$ cat src/sv/lfsa_pkg.sv
package lfsa_pkg;

    localparam int GATES   = 32;
    localparam int SLOT_AW = (GATES > 1) ? $clog2(GATES) : 1;
    localparam int SLOT_W  = 6;
    localparam int TIME_W  = 32;
    localparam int CNT_W   = 16;

    localparam logic [SLOT_W-1:0] GATES_MAX   = SLOT_W'(GATES);
    localparam logic [SLOT_W-1:0] GATES_RESET = 6'd32;
    localparam logic [CNT_W-1:0]  CNT_MAX     = {CNT_W{1'b1}};

    localparam logic KIND_GRANT = 1'b0;
    localparam logic KIND_COUNT = 1'b1;

    typedef enum logic [1:0] {
        ST_IDLE,
        ST_SCAN,
        ST_GRANT,
        ST_DUMP
    } state_t;

    typedef struct packed {
        logic [TIME_W-1:0] end_time;
        logic [CNT_W-1:0]  served;
    } slot_entry_t;

    typedef struct packed {
        logic               we;
        logic [SLOT_AW-1:0] waddr;
        slot_entry_t        wdata;
        logic [SLOT_AW-1:0] raddr;
    } ram_req_t;

    typedef struct packed {
        logic              result_kind;
        logic [SLOT_W-1:0] slot_index;
        logic              granted;
        logic [CNT_W-1:0]  served_count;
        logic              last_of_run;
    } res_t;

    function automatic logic [CNT_W-1:0] sat_inc(input logic [CNT_W-1:0] v);
        sat_inc = (v == CNT_MAX) ? v : v + CNT_W'(1);
    endfunction

    function automatic logic [CNT_W-1:0] sat_add(input logic [CNT_W-1:0] a,
                                                 input logic [CNT_W-1:0] b);
        logic [CNT_W:0] s;
        s = {1'b0, a} + {1'b0, b};
        sat_add = s[CNT_W] ? CNT_MAX : s[CNT_W-1:0];
    endfunction

endpackage

$ cat src/sv/lfsa_ifs.sv
interface lfsa_req_if;
    import lfsa_pkg::*;
    logic              valid;
    logic              ready;
    logic [TIME_W-1:0] start_time;
    logic [TIME_W-1:0] end_time;
    logic              last_arrival;

    modport source (output valid, start_time, end_time, last_arrival, input ready);
    modport sink   (input valid, start_time, end_time, last_arrival, output ready);
endinterface

interface lfsa_res_if;
    import lfsa_pkg::*;
    logic              valid;
    logic              ready;
    logic              result_kind;
    logic [SLOT_W-1:0] slot_index;
    logic              granted;
    logic [CNT_W-1:0]  served_count;
    logic              last_of_run;

    modport source (output valid, result_kind, slot_index, granted, served_count,
                    last_of_run, input ready);
    modport sink   (input valid, result_kind, slot_index, granted, served_count,
                    last_of_run, output ready);
endinterface

interface lfsa_cfg_if;
    import lfsa_pkg::*;
    logic              valid;
    logic              ready;
    logic [SLOT_W-1:0] gates_in_use;

    modport source (output valid, gates_in_use, input ready);
    modport sink   (input valid, gates_in_use, output ready);
endinterface

$ cat src/sv/lowest_free_slot_interval_allocator_core.sv
// Lowest-index free slot allocator: each request transfer (start_time, end_time) is
// granted the lowest slot in 1..G that is idle or whose stored end is strictly below
// start_time, where G is gates_in_use clipped to the slot count; one grant result
// (slot_index 0 and granted 0 when refused) follows each request. A request marked
// last_arrival additionally produces G+1 cumulative count entries for 0..G slots,
// saturating at 65535, after which all slots and counts clear. End times and served
// counts live in one synchronous slot RAM; busy flags sit in flip-flops and mask
// never-written RAM entries, so no clearing pass is needed after reset. After the
// request is taken, the scan reads one slot per cycle through the RAM port and
// stops once the free slot's data returns (or once all G slots are read), then the
// grant is posted. The count dump posts one entry per cycle while the result
// side keeps taking transfers. The next request is taken as soon as the previous
// one's results are posted, even while the last result still waits.
module lowest_free_slot_interval_allocator_core (
    input  logic      clk,
    input  logic      rst_n,
    lfsa_cfg_if.sink  cfg,
    lfsa_req_if.sink  req,
    lfsa_res_if.source res
);
    import lfsa_pkg::*;

    logic [SLOT_W-1:0] gates_reg;
    ram_req_t          ram_req;
    slot_entry_t       ram_rdata;
    logic              can_load;
    logic              load;
    res_t              res_data;

    // Accept configuration writes at any time; the host must write only while idle, which the block does not enforce.
    assign cfg.ready = 1'b1;

    always_ff @(posedge clk or negedge rst_n)
    begin
        if (!rst_n)
        begin
            gates_reg <= GATES_RESET;
        end
        else if (cfg.valid && cfg.ready)
        begin
            gates_reg <= cfg.gates_in_use;
        end
    end

    // Sequence scan, grant and dump; hold busy flags and the running sum.
    lfsa_ctrl u_ctrl (
        .clk       (clk),
        .rst_n     (rst_n),
        .gates     (gates_reg),
        .req       (req),
        .ram_req   (ram_req),
        .ram_rdata (ram_rdata),
        .can_load  (can_load),
        .load      (load),
        .res_data  (res_data)
    );

    // Store end time and served count per slot; one read, one write per cycle.
    lfsa_slot_ram u_ram (
        .clk   (clk),
        .req   (ram_req),
        .rdata (ram_rdata)
    );

    // Hold each result until the sink takes the transfer.
    lfsa_res_reg u_res (
        .clk      (clk),
        .rst_n    (rst_n),
        .load     (load),
        .din      (res_data),
        .can_load (can_load),
        .res      (res)
    );

endmodule

$ cat src/sv/lfsa_slot_ram.sv
module lfsa_slot_ram (
    input  logic                 clk,
    input  lfsa_pkg::ram_req_t   req,
    output lfsa_pkg::slot_entry_t rdata
);
    import lfsa_pkg::*;

    slot_entry_t entry_mem [GATES];
    slot_entry_t rdata_reg;

    always_ff @(posedge clk)
    begin
        if (req.we)
        begin
            entry_mem[req.waddr] <= req.wdata;
        end
        rdata_reg <= entry_mem[req.raddr];
    end

    assign rdata = rdata_reg;

endmodule

$ cat src/sv/lfsa_res_reg.sv
module lfsa_res_reg (
    input  logic           clk,
    input  logic           rst_n,
    input  logic           load,
    input  lfsa_pkg::res_t din,
    output logic           can_load,
    lfsa_res_if.source     res
);
    import lfsa_pkg::*;

    logic valid_reg;
    res_t data_reg;

    // Slot is free when empty or when the held result transfers this cycle.
    assign can_load = !valid_reg || res.ready;

    always_ff @(posedge clk or negedge rst_n)
    begin
        if (!rst_n)
        begin
            valid_reg <= 1'b0;
        end
        else if (can_load)
        begin
            valid_reg <= load;
        end
    end

    always_ff @(posedge clk)
    begin
        if (can_load && load)
        begin
            data_reg <= din;
        end
    end

    assign res.valid        = valid_reg;
    assign res.result_kind  = data_reg.result_kind;
    assign res.slot_index   = data_reg.slot_index;
    assign res.granted      = data_reg.granted;
    assign res.served_count = data_reg.served_count;
    assign res.last_of_run  = data_reg.last_of_run;

endmodule

$ cat src/sv/lfsa_ctrl.sv
module lfsa_ctrl (
    input  logic                        clk,
    input  logic                        rst_n,
    input  logic [lfsa_pkg::SLOT_W-1:0] gates,
    lfsa_req_if.sink                    req,
    output lfsa_pkg::ram_req_t          ram_req,
    input  lfsa_pkg::slot_entry_t       ram_rdata,
    input  logic                        can_load,
    output logic                        load,
    output lfsa_pkg::res_t              res_data
);
    import lfsa_pkg::*;

    state_t              state_reg, state_next;
    logic [TIME_W-1:0]   start_reg;
    logic [TIME_W-1:0]   end_reg;
    logic                last_reg;
    logic [SLOT_W-1:0]   g_reg;
    logic [SLOT_W-1:0]   scan_idx_reg;
    logic                cmp_vld_reg;
    logic [SLOT_AW-1:0]  cmp_idx_reg;
    logic [SLOT_W-1:0]   chosen_reg;
    logic [GATES-1:0]    busy_reg;
    logic [SLOT_W-1:0]   dump_i_reg;
    logic [CNT_W-1:0]    sum_reg;

    logic                accept;
    logic                issue;
    logic                found;
    logic                none_free;
    logic [SLOT_W-1:0]   g_clip;
    logic [SLOT_W-1:0]   dump_prev;
    logic [CNT_W-1:0]    prev_served;
    logic [CNT_W-1:0]    dump_sum;
    logic                dump_end;

    assign g_clip    = (gates > GATES_MAX) ? GATES_MAX : gates;
    assign accept    = req.valid && req.ready;
    assign issue     = (scan_idx_reg < g_reg);
    assign found     = cmp_vld_reg &&
                       (!busy_reg[cmp_idx_reg] || (ram_rdata.end_time < start_reg));
    assign none_free = !cmp_vld_reg && !issue;

    assign dump_prev   = dump_i_reg - SLOT_W'(1);
    assign prev_served = busy_reg[dump_prev[SLOT_AW-1:0]] ? ram_rdata.served : '0;
    assign dump_sum    = (dump_i_reg == '0) ? '0 : sat_add(sum_reg, prev_served);
    assign dump_end    = (dump_i_reg == g_reg);

    always_comb
    begin
        state_next = state_reg;
        case (state_reg)
            ST_IDLE:
            begin
                if (accept)
                begin
                    state_next = ST_SCAN;
                end
            end
            ST_SCAN:
            begin
                if (found || none_free)
                begin
                    state_next = ST_GRANT;
                end
            end
            ST_GRANT:
            begin
                if (can_load)
                begin
                    state_next = last_reg ? ST_DUMP : ST_IDLE;
                end
            end
            ST_DUMP:
            begin
                if (can_load && dump_end)
                begin
                    state_next = ST_IDLE;
                end
            end
            default:
            begin
                state_next = ST_IDLE;
            end
        endcase
    end

    always_comb
    begin
        req.ready              = 1'b0;
        load                   = 1'b0;
        res_data               = '0;
        ram_req.we             = 1'b0;
        ram_req.waddr          = cmp_idx_reg;
        ram_req.wdata.end_time = end_reg;
        ram_req.wdata.served   = busy_reg[cmp_idx_reg] ? sat_inc(ram_rdata.served)
                                                       : CNT_W'(1);
        ram_req.raddr          = '0;
        case (state_reg)
            ST_IDLE:
            begin
                req.ready = 1'b1;
            end
            ST_SCAN:
            begin
                ram_req.raddr = scan_idx_reg[SLOT_AW-1:0];
                ram_req.we    = found;
            end
            ST_GRANT:
            begin
                load                  = can_load;
                res_data.result_kind  = KIND_GRANT;
                res_data.slot_index   = chosen_reg;
                res_data.granted      = (chosen_reg != '0);
                res_data.last_of_run  = !last_reg;
            end
            ST_DUMP:
            begin
                load                  = can_load;
                res_data.result_kind  = KIND_COUNT;
                res_data.slot_index   = dump_i_reg;
                res_data.served_count = dump_sum;
                res_data.last_of_run  = dump_end;
                // Fetch the slot for the next entry, or hold the current one.
                if (can_load)
                begin
                    ram_req.raddr = (dump_i_reg < GATES_MAX) ? dump_i_reg[SLOT_AW-1:0] : '0;
                end
                else
                begin
                    ram_req.raddr = dump_prev[SLOT_AW-1:0];
                end
            end
            default:
            begin
                req.ready = 1'b0;
            end
        endcase
    end

    always_ff @(posedge clk or negedge rst_n)
    begin
        if (!rst_n)
        begin
            state_reg   <= ST_IDLE;
            busy_reg    <= '0;
            cmp_vld_reg <= 1'b0;
        end
        else
        begin
            state_reg <= state_next;
            case (state_reg)
                ST_IDLE:
                begin
                    cmp_vld_reg <= 1'b0;
                end
                ST_SCAN:
                begin
                    cmp_vld_reg <= issue;
                    if (found)
                    begin
                        busy_reg[cmp_idx_reg] <= 1'b1;
                    end
                end
                ST_DUMP:
                begin
                    if (can_load && dump_end)
                    begin
                        busy_reg <= '0;
                    end
                end
                default:
                begin
                    cmp_vld_reg <= 1'b0;
                end
            endcase
        end
    end

    always_ff @(posedge clk)
    begin
        case (state_reg)
            ST_IDLE:
            begin
                if (accept)
                begin
                    start_reg    <= req.start_time;
                    end_reg      <= req.end_time;
                    last_reg     <= req.last_arrival;
                    g_reg        <= g_clip;
                    scan_idx_reg <= '0;
                    chosen_reg   <= '0;
                end
            end
            ST_SCAN:
            begin
                if (issue)
                begin
                    scan_idx_reg <= scan_idx_reg + SLOT_W'(1);
                end
                cmp_idx_reg <= scan_idx_reg[SLOT_AW-1:0];
                if (found)
                begin
                    chosen_reg <= SLOT_W'(cmp_idx_reg) + SLOT_W'(1);
                end
            end
            ST_GRANT:
            begin
                dump_i_reg <= '0;
                sum_reg    <= '0;
            end
            ST_DUMP:
            begin
                if (can_load)
                begin
                    dump_i_reg <= dump_i_reg + SLOT_W'(1);
                    sum_reg    <= dump_sum;
                end
            end
            default:
            begin
                sum_reg <= sum_reg;
            end
        endcase
    end

endmodule

$ cat src/flat_wrapper.sv
// flat-port wrapper written by rule: the top's interface ports become plain ports
module lowest_free_slot_interval_allocator_core_flat import lfsa_pkg::*;
  (clk, rst_n, cfg_valid, cfg_gates_in_use, cfg_ready, req_valid, req_start_time, req_end_time, req_last_arrival, req_ready, res_valid, res_result_kind, res_slot_index, res_granted, res_served_count, res_last_of_run, res_ready);
  lfsa_cfg_if cfg_i ();
  lfsa_req_if req_i ();
  lfsa_res_if res_i ();
  input  logic clk;
  input  logic rst_n;
  input wire logic [$bits(cfg_i.valid)-1:0] cfg_valid;
  input wire logic [$bits(cfg_i.gates_in_use)-1:0] cfg_gates_in_use;
  output wire logic [$bits(cfg_i.ready)-1:0] cfg_ready;
  input wire logic [$bits(req_i.valid)-1:0] req_valid;
  input wire logic [$bits(req_i.start_time)-1:0] req_start_time;
  input wire logic [$bits(req_i.end_time)-1:0] req_end_time;
  input wire logic [$bits(req_i.last_arrival)-1:0] req_last_arrival;
  output wire logic [$bits(req_i.ready)-1:0] req_ready;
  output wire logic [$bits(res_i.valid)-1:0] res_valid;
  output wire logic [$bits(res_i.result_kind)-1:0] res_result_kind;
  output wire logic [$bits(res_i.slot_index)-1:0] res_slot_index;
  output wire logic [$bits(res_i.granted)-1:0] res_granted;
  output wire logic [$bits(res_i.served_count)-1:0] res_served_count;
  output wire logic [$bits(res_i.last_of_run)-1:0] res_last_of_run;
  input wire logic [$bits(res_i.ready)-1:0] res_ready;
  assign cfg_i.valid = cfg_valid;
  assign cfg_i.gates_in_use = cfg_gates_in_use;
  assign cfg_ready = cfg_i.ready;
  assign req_i.valid = req_valid;
  assign req_i.start_time = req_start_time;
  assign req_i.end_time = req_end_time;
  assign req_i.last_arrival = req_last_arrival;
  assign req_ready = req_i.ready;
  assign res_valid = res_i.valid;
  assign res_result_kind = res_i.result_kind;
  assign res_slot_index = res_i.slot_index;
  assign res_granted = res_i.granted;
  assign res_served_count = res_i.served_count;
  assign res_last_of_run = res_i.last_of_run;
  assign res_i.ready = res_ready;
  lowest_free_slot_interval_allocator_core u_core (.clk(clk), .rst_n(rst_n), .cfg(cfg_i), .req(req_i), .res(res_i));
endmodule
$ cat config.mk
export PLATFORM = sky130hd
export DESIGN_NAME = lowest_free_slot_interval_allocator_core_flat
export DESIGN_NICKNAME = d
export VERILOG_FILES = /design/src/sv/lfsa_pkg.sv /design/src/sv/lfsa_ifs.sv /design/src/sv/lowest_free_slot_interval_allocator_core.sv /design/src/sv/lfsa_slot_ram.sv /design/src/sv/lfsa_res_reg.sv /design/src/sv/lfsa_ctrl.sv /design/src/flat_wrapper.sv
export SDC_FILE = /design/constraint.sdc
export NUM_CORES = 2
export LEC_CHECK = 0
export BUFFER_PORTS_ARGS = -buffer_cell sky130_fd_sc_hd__buf_4
export CAP_MARGIN = 0
export CORE_ASPECT_RATIO = 1.75
export CORE_MARGIN = 1.5
export CORE_UTILIZATION = 30
export CTS_CLUSTER_SIZE = 24
export DETAILED_ROUTE_END_ITERATION = 6
export SLEW_MARGIN = 20
export SYNTH_ARGS = -nofsm -noshare
export SYNTH_HDL_FRONTEND = slang
export SYNTH_SLANG_ARGS = --single-unit
$ cat constraint.sdc
create_clock -name clk -period 7.25 [get_ports clk]
set_clock_uncertainty 0.1 [all_clocks]
set_input_delay 0.3625 -clock clk [delete_from_list [all_inputs] [get_ports clk]]
set_output_delay 0.3625 -clock clk [all_outputs]
set_load 0.02 [all_outputs]
After elaboration in Yosys (flattened, before gate mapping). Memory sizes are Yosys's and may differ from the RTL's. A register that Yosys moved wholly into a read port is not among the register bits. Index checks and enable logic that the tools add are counted.

Equal/unequal tests: 12. $lt $le $gt $ge: 7. Mux-type cells: 40. Multiply operators: 0. Bitwise logic cells: 1. Reduce and logical (&&, ||, !) cells: 27. Divide/modulo/power cells: 0. Shift operators: 0. Add/subtract/negate cells: 6.

Operators by type and width (count): $mux 16 (6); $mux 32 (2); $pmux 32 s2 (1); $pmux 6 s2 (3); $lt 32x32->1 (1); $or 32x32->32 (1); $pmux 16 s2 (1); $mux 6 (4); $add 16x16->17 (1); $add 16x1->16 const B (1); $eq 16x16->1 const B (1); $ne 2x2->1 const B (7); $pmux 7 s2 (1); $add 6x1->6 const B (2); $lt 5x6->1 const B (2); $bmux 1 s5 (2); $mux 2 (5); $mux 5 (2); $pmux 5 s2 (1); $reduce_and 3->1 (3); $mux 1 (8); $pmux 2 s4 (1); $add 5x1->6 const B (1); $eq 6x6->1 (1); 19 further kinds (35).

Memories kept: 1. Word-level logic and storage cells: 113. Latch bits: 0. RAM bits: 1536. Bits in registers: 177. Bits of input ports: 76. Memory bits (read-only): 0.

Memory list: u_core.u_ram.entry_mem (words 32, bits a word 48, rd ports 1, clocked after memory_dff 1, write ports 1, line lfsa_slot_ram.sv:8) `slot_entry_t entry_mem [GATES];`.

Longest topological paths before layout.
Depth in word-level cells: 9. Depth in mapped cells: 17.

Modules after synthesis. A second synthesis with hierarchy kept.

Cell total of the unflattened synthesis: 4182. Area, all modules: 70099.7 um2.

Modules (own cells, without submodules): lfsa_slot_ram (cells an instance 3364, seq. area each 47085.2 um2, area each 60724.5 um2, times used 1); lfsa_ctrl (cells an instance 774, seq. area each 4179.0 um2, area each 8306.7 um2, times used 1); lfsa_res_reg (cells an instance 29, seq. area each 775.7 um2, area each 804.5 um2, times used 1); lowest_free_slot_interval_allocator_core (cells an instance 15, seq. area each 151.4 um2, area each 264.0 um2, times used 1).

Least setup slack after synthesis. OpenSTA, ideal clock, no wires.

Kind: flip-flop to flip-flop. Start point: register u_core.u_ctrl.dump_i_reg[0]. End point: register u_core.u_ctrl.sum_reg[10], data pin. Cell stages (with the launch flop): 18. Buffers on the path: 2. Setup time: 0.276 ns. Period minus slack after synthesis: 5.216 ns. Arrival: 4.840 ns. Path slack: 2.034 ns. Path through: edfxtp_1 -> inv_2 -> ha_1 -> buf_1 -> mux4_2 -> mux4_2 -> mux2i_1 -> nor2b_1 -> ha_1 -> fa_1 -> a211oi_1 -> o21a_1 -> o21ai_0 -> nand4_1 -> a21oi_1 -> o41ai_1 -> clkbuf_1 -> a21oi_1.

Cells in the longest elaborated chain, start to end: 9.

Ends and longest elaborated chain: start, declared (line lfsa_ctrl.sv:24) `logic [SLOT_W-1:0] dump_i_reg;`; start signal, assigned (line lfsa_ctrl.sv:216) `dump_i_reg <= dump_i_reg + SLOT_W'(1);`; $sub 5x1->5 (line lfsa_ctrl.sv:44) `assign dump_prev = dump_i_reg - SLOT_W'(1);`; net u_core.u_ctrl.dump_prev[0] (line lfsa_ctrl.sv:32) `logic [SLOT_W-1:0] dump_prev;`; $bmux 1 s5 (line lfsa_ctrl.sv:45) `assign prev_served = busy_reg[dump_prev[SLOT_AW-1:0]] ? ram_rdata.served : '0;`; $mux 1 (implied by the code) (line lfsa_ctrl.sv:45); $mux 16 (line lfsa_ctrl.sv:45); $add 16x16->17 (line lfsa_pkg.sv:50) `s = {1'b0, a} + {1'b0, b};`; $mux 16 (line lfsa_pkg.sv:51) `sat_add = s[CNT_W] ? CNT_MAX : s[CNT_W-1:0];`; $mux 16 (line lfsa_ctrl.sv:46) `assign dump_sum = (dump_i_reg == '0) ? '0 : sat_add(sum_reg, prev_served);`; $mux 16 (line lfsa_ctrl.sv:214) `if (can_load)`; $pmux 16 s2 (line lfsa_ctrl.sv:182) `case (state_reg)`; end signal, assigned (line lfsa_ctrl.sv:217) `sum_reg <= dump_sum;`; end signal, assigned (line lfsa_ctrl.sv:222) `sum_reg <= sum_reg;`; end, declared (line lfsa_ctrl.sv:25) `logic [CNT_W-1:0] sum_reg;`.

The timed path passes the listed nets, and every way through them passes these cells. The select of a mux whose other input is x is not followed. A chain may end at the register's enable or synchronous reset.

Worst setup path in the final report.
Start point: register u_core.u_ctrl.dump_i_reg[0]. End point: register u_core.u_res.data_reg (netlist bit u_core.u_res.res.served_count[13]), data pin.

Cells in the longest elaborated chain, start to end: 7.

Ends and longest elaborated chain: $sub 5x1->5 (line lfsa_ctrl.sv:44); net u_core.u_ctrl.dump_prev[0] (line lfsa_ctrl.sv:32); $bmux 1 s5 (line lfsa_ctrl.sv:45); $mux 1 (implied by the code) (line lfsa_ctrl.sv:45); $mux 16 (line lfsa_ctrl.sv:45); $add 16x16->17 (line lfsa_pkg.sv:50); $mux 16 (line lfsa_pkg.sv:51); $mux 16 (line lfsa_ctrl.sv:46); end signal, assigned (line lfsa_res_reg.sv:33) `data_reg <= din;`; end, declared (line lfsa_res_reg.sv:12) `res_t data_reg;`.

The timed path passes the listed nets, and every way through them passes these cells. The select of a mux whose other input is x is not followed.

==> results.md <==
* Vias at 32400
* Max_cap viols at 0
* Outcome: finished, final reports clean
* Synth Area in XOR/XNOR at 0.00532
* Commonest register cell after synthesis: edfxtp_1
* Largest net degree at the start of global routing at 114
* Clk slew on worst S/H paths at 0.06 ns
* Die footprint at 0.228 mm^2
* Initial antenna violation count at 5
* Clock root buffer: clkbuf_16
* Via-to-Cell Ratio at 5.05
* Post-synthesis sequential area ratio at 0.773
* Worst Tran Pin Value at 1.15 ns
* Setup Viol. Count Final at 0
* Worst hold path depth at 2
* Die W at 362 um
* #FFs+latches synth at 1761
* Max reg flops at 1536
* R2R Path Start: u_core.u_ctrl.dump_i_reg[0]$_SDFFCE_PN0P_
* Mean post-synth cell area at 21.5 um^2
* Multi-input gate area at 0.0146 mm^2
* Yosys top cell by area: edfxtp_1
* Post-Synth Simple-Gate Area at 0.0239
* Number of H-tree levels at 4
* FF-to-FF End: u_core.u_res.res.served_count[13]$_SDFFCE_PN0P_
* Vias in the first global route at 33900
* CP Data Arrival Time at 6.07 ns
* # port buffers at 102
* Yosys warns at 0
* GPL Wtd Cong at 0.797
* Fmax at 177 MHz
* Cts bufs inserted at 164
* CP max stage cell: edfxtp_1
* Post-CTS sizing at 0
* Min Tclk post-route at 5.64 ns
* DRC at 0
* Congestion Overflow GR at 0
* Worst setup SP type: flop
* DRT antenna net count at 0
* Worst path required time at 7.68 ns
* Routed WL at 165000 um
* IO Pins at 104
* Syn Inst Count at 3141
* HPWL after detailed placement at 89500 um
* First-pass GRT wire length at 238000 um
* R2R cell count at 17
* Final Hold Viols at 0
* Post-synth EDFFs at 1671
* Initial DRC count at 2902
* Post-synth ARST share at 0.0239
* Mapped Nets at 3278
* Crit path buf inv count at 3
* Fin worst setup slack at 1.61 ns
* FF+latch area at 0.0522 mm^2
* Cell variety after synth at 75
* Post-synthesis mux area share at 0.137
* Largest family of logic cells by synthesized area: multiplexers
* Post-synthesis compound-gate area fraction at 0.0343
* Wire per inst at 25.8 um
* Mapped cell area at 0.0675 mm^2
* GRT Resource Usage Total at 0.142
* DIE HEIGHT at 631 um
* Share of cells above drive strength 1 at 0.249
* Crit-path cells: inv_2, ha_1, mux4_2, mux4_2, mux2i_1, buf_4, nor2b_1, ha_1, fa_1, a211oi_1, o21a_1, o21ai_0, nand4_1, a21oi_1, o41ai_2, buf_4, a21oi_1
* Setup WS pre-CTS at 1.56 ns
* RSZ-0062 raised after global routing: no
* Cell family with most CP delay: adder cells
* Post-synthesis adder-cell area fraction at 0.0114
* # rows at 230
* Initial core utilization at 0.302
* TNS Setup at 0 ns
* Clock network latency to the later pin of the worst-skew pair at 0.81 ns
* Layout overhead on the synthesized area at 15.6%
* Hold Crit Class: input port to flop
* Clock Tree Buf Depth at 4
* Nets at 3526
* Final worst-path cycle share at 0.778
* Core area at 0.224 mm^2
* Pwr/cell area at 399 mW/mm^2
* Fill cell count at 20600
* Hold_sp: req_end_time[6]
* Top cells by count, synth: 1671 x edfxtp_1, 399 x mux4_2, 193 x o22ai_1
* Slew Limit Fails at 0
* CTS tree: built
* Crit end category: flop
* Peak VDD IR at 449 uV
* Lkg Pwr at 24.7 nW
* Synth top area share at 0.743
* CP Class: flop to flop
* Slew Limit Headroom at 0.236
* Most numerous cell in the Yosys netlist: edfxtp_1
* R2r setup slk at 1.61 ns
* Drt first pass iters at 7
* Worst-path maximum fanout at 16
* Num Clock Sinks at 1761
* Largest stage delay, worst path at 0.84 ns
* Worst Hold End: u_core.u_ctrl.end_reg[6]$_DFFE_PP_
* Largest cells by area after synthesis: edfxtp_1 74%, mux4_2 13%, o22ai_1 1.8%
## final cells by class
cell class,instances,share of cell area
sequential,1761,0.669
tap,2900,0.0465
multi-input combinational,1162,0.188
inverter,50,0.00241
clock buffer,198,0.0553
antenna,1,0.0000321
clock inverter,88,0.00985
timing repair buffer,250,0.0294
## report_power, final
| group | internal [mW] | switching, mW | total, mW |
|---|---|---|---|
| sequential | 12.7 | 0.681 | 13.4 |
| combinational | 3.91 | 5.41 | 9.32 |
| clock | 4.67 | 3.71 | 8.38 |
## stage by stage
step	util	instance area, um^2	power [mW]	std cells	hold slack (ns)
after floorplan	-	67500	19.8	3141	-0.0331
after global placement	0.321	71900	22.9	6031	0.284
after detailed placement	0.321	72000	23.0	6034	0.294
after CTS	0.348	77900	31.4	6402	0.136
after global routing	0.348	78000	32.3	6410	0.162
final	0.348	78000	31.1	6410	0.177
## repair_timing
| item | CTS | global route |
|---|---|---|
| hold buffers | 82 | 0 |
| endpoints found under the hold margin | 115 | 0 |
| buffers inserted | 0 | 0 |
| setup endpoints to repair | 0 | 0 |
## cells by family after synthesis
family | after synthesis
AO/OA/AOI/OAI | 345
XOR/XNOR | 41
adder cells (fa/ha/maj) | 61
buffers and inverters | 218
flip-flops | 1761
multiplexers | 424
other | 1
AND/OR/NAND/NOR | 290
## worst max path at each step
stage	cells after the start	startpoint	slack, ns	to
floorplan	17	u_core.u_ctrl.dump_i_reg[0]$_SDFFCE_PN0P_	2.03	u_core.u_ctrl.sum_reg[10]$_SDFFCE_PN0P_
global placement	17	u_core.u_ctrl.dump_i_reg[0]$_SDFFCE_PN0P_	1.65	u_core.u_res.res.served_count[12]$_SDFFCE_PN0P_
detailed placement	17	u_core.u_ctrl.dump_i_reg[0]$_SDFFCE_PN0P_	1.56	u_core.u_res.res.served_count[1]$_SDFFCE_PN0P_
CTS	17	u_core.u_ctrl.dump_i_reg[0]$_SDFFCE_PN0P_	1.54	u_core.u_ctrl.sum_reg[13]$_SDFFCE_PN0P_
global route	17	u_core.u_ctrl.dump_i_reg[0]$_SDFFCE_PN0P_	1.22	u_core.u_ctrl.sum_reg[13]$_SDFFCE_PN0P_
finish	17	u_core.u_ctrl.dump_i_reg[0]$_SDFFCE_PN0P_	1.61	u_core.u_res.res.served_count[13]$_SDFFCE_PN0P_
## layout by cell type (no fill, tap or decap), types with 13 or more instances in the layout
cell type | Yosys | final
nor4_1 | 50 | 49
nand3_1 | 26 | 21
nor2b_1 | 35 | 35
dfxtp_1 | 48 | 48
clkbuf_16 | 0 | 166
o21ai_0 | 19 | 19
inv_1 | 49 | 49
ha_1 | 60 | 60
nand2_1 | 28 | 24
dlygate4sd3_1 | 0 | 82
dfrtp_1 | 41 | 41
a32o_1 | 22 | 22
buf_4 | 33 | 149
a21oi_1 | 40 | 39
edfxtp_1 | 1671 | 1671
mux4_2 | 399 | 399
o22ai_1 | 193 | 193
clkinv_2 | 0 | 28
clkbuf_1 | 93 | 28
and3_4 | 1 | 33
xnor2_1 | 19 | 19
mux2i_1 | 18 | 18
nor2_1 | 51 | 50
and2_1 | 14 | 13
xor2_1 | 22 | 22
clkinv_1 | 0 | 31
## layer usage
layer,vias to the layer above,share of wire,track usage
met5,-,0,0
met4,0,0.029,0.0451
met3,262,0.046,0.0166
met2,996,0.54,0.261
met1,17400,0.39,0.171
li1,13700,-,-
## worst reg2reg max path: cells and delay by family, from the launching register on
family / cells / cell delay, ns
buf+inv: 3 / 0.59
simple gates: 2 / 0.24
fa+ha+maj: 3 / 1.24
flops: 1 / 0.84
compound gates: 6 / 1.20
mux: 3 / 1.20
No activity file was read; power rests on OpenSTA's default activity.
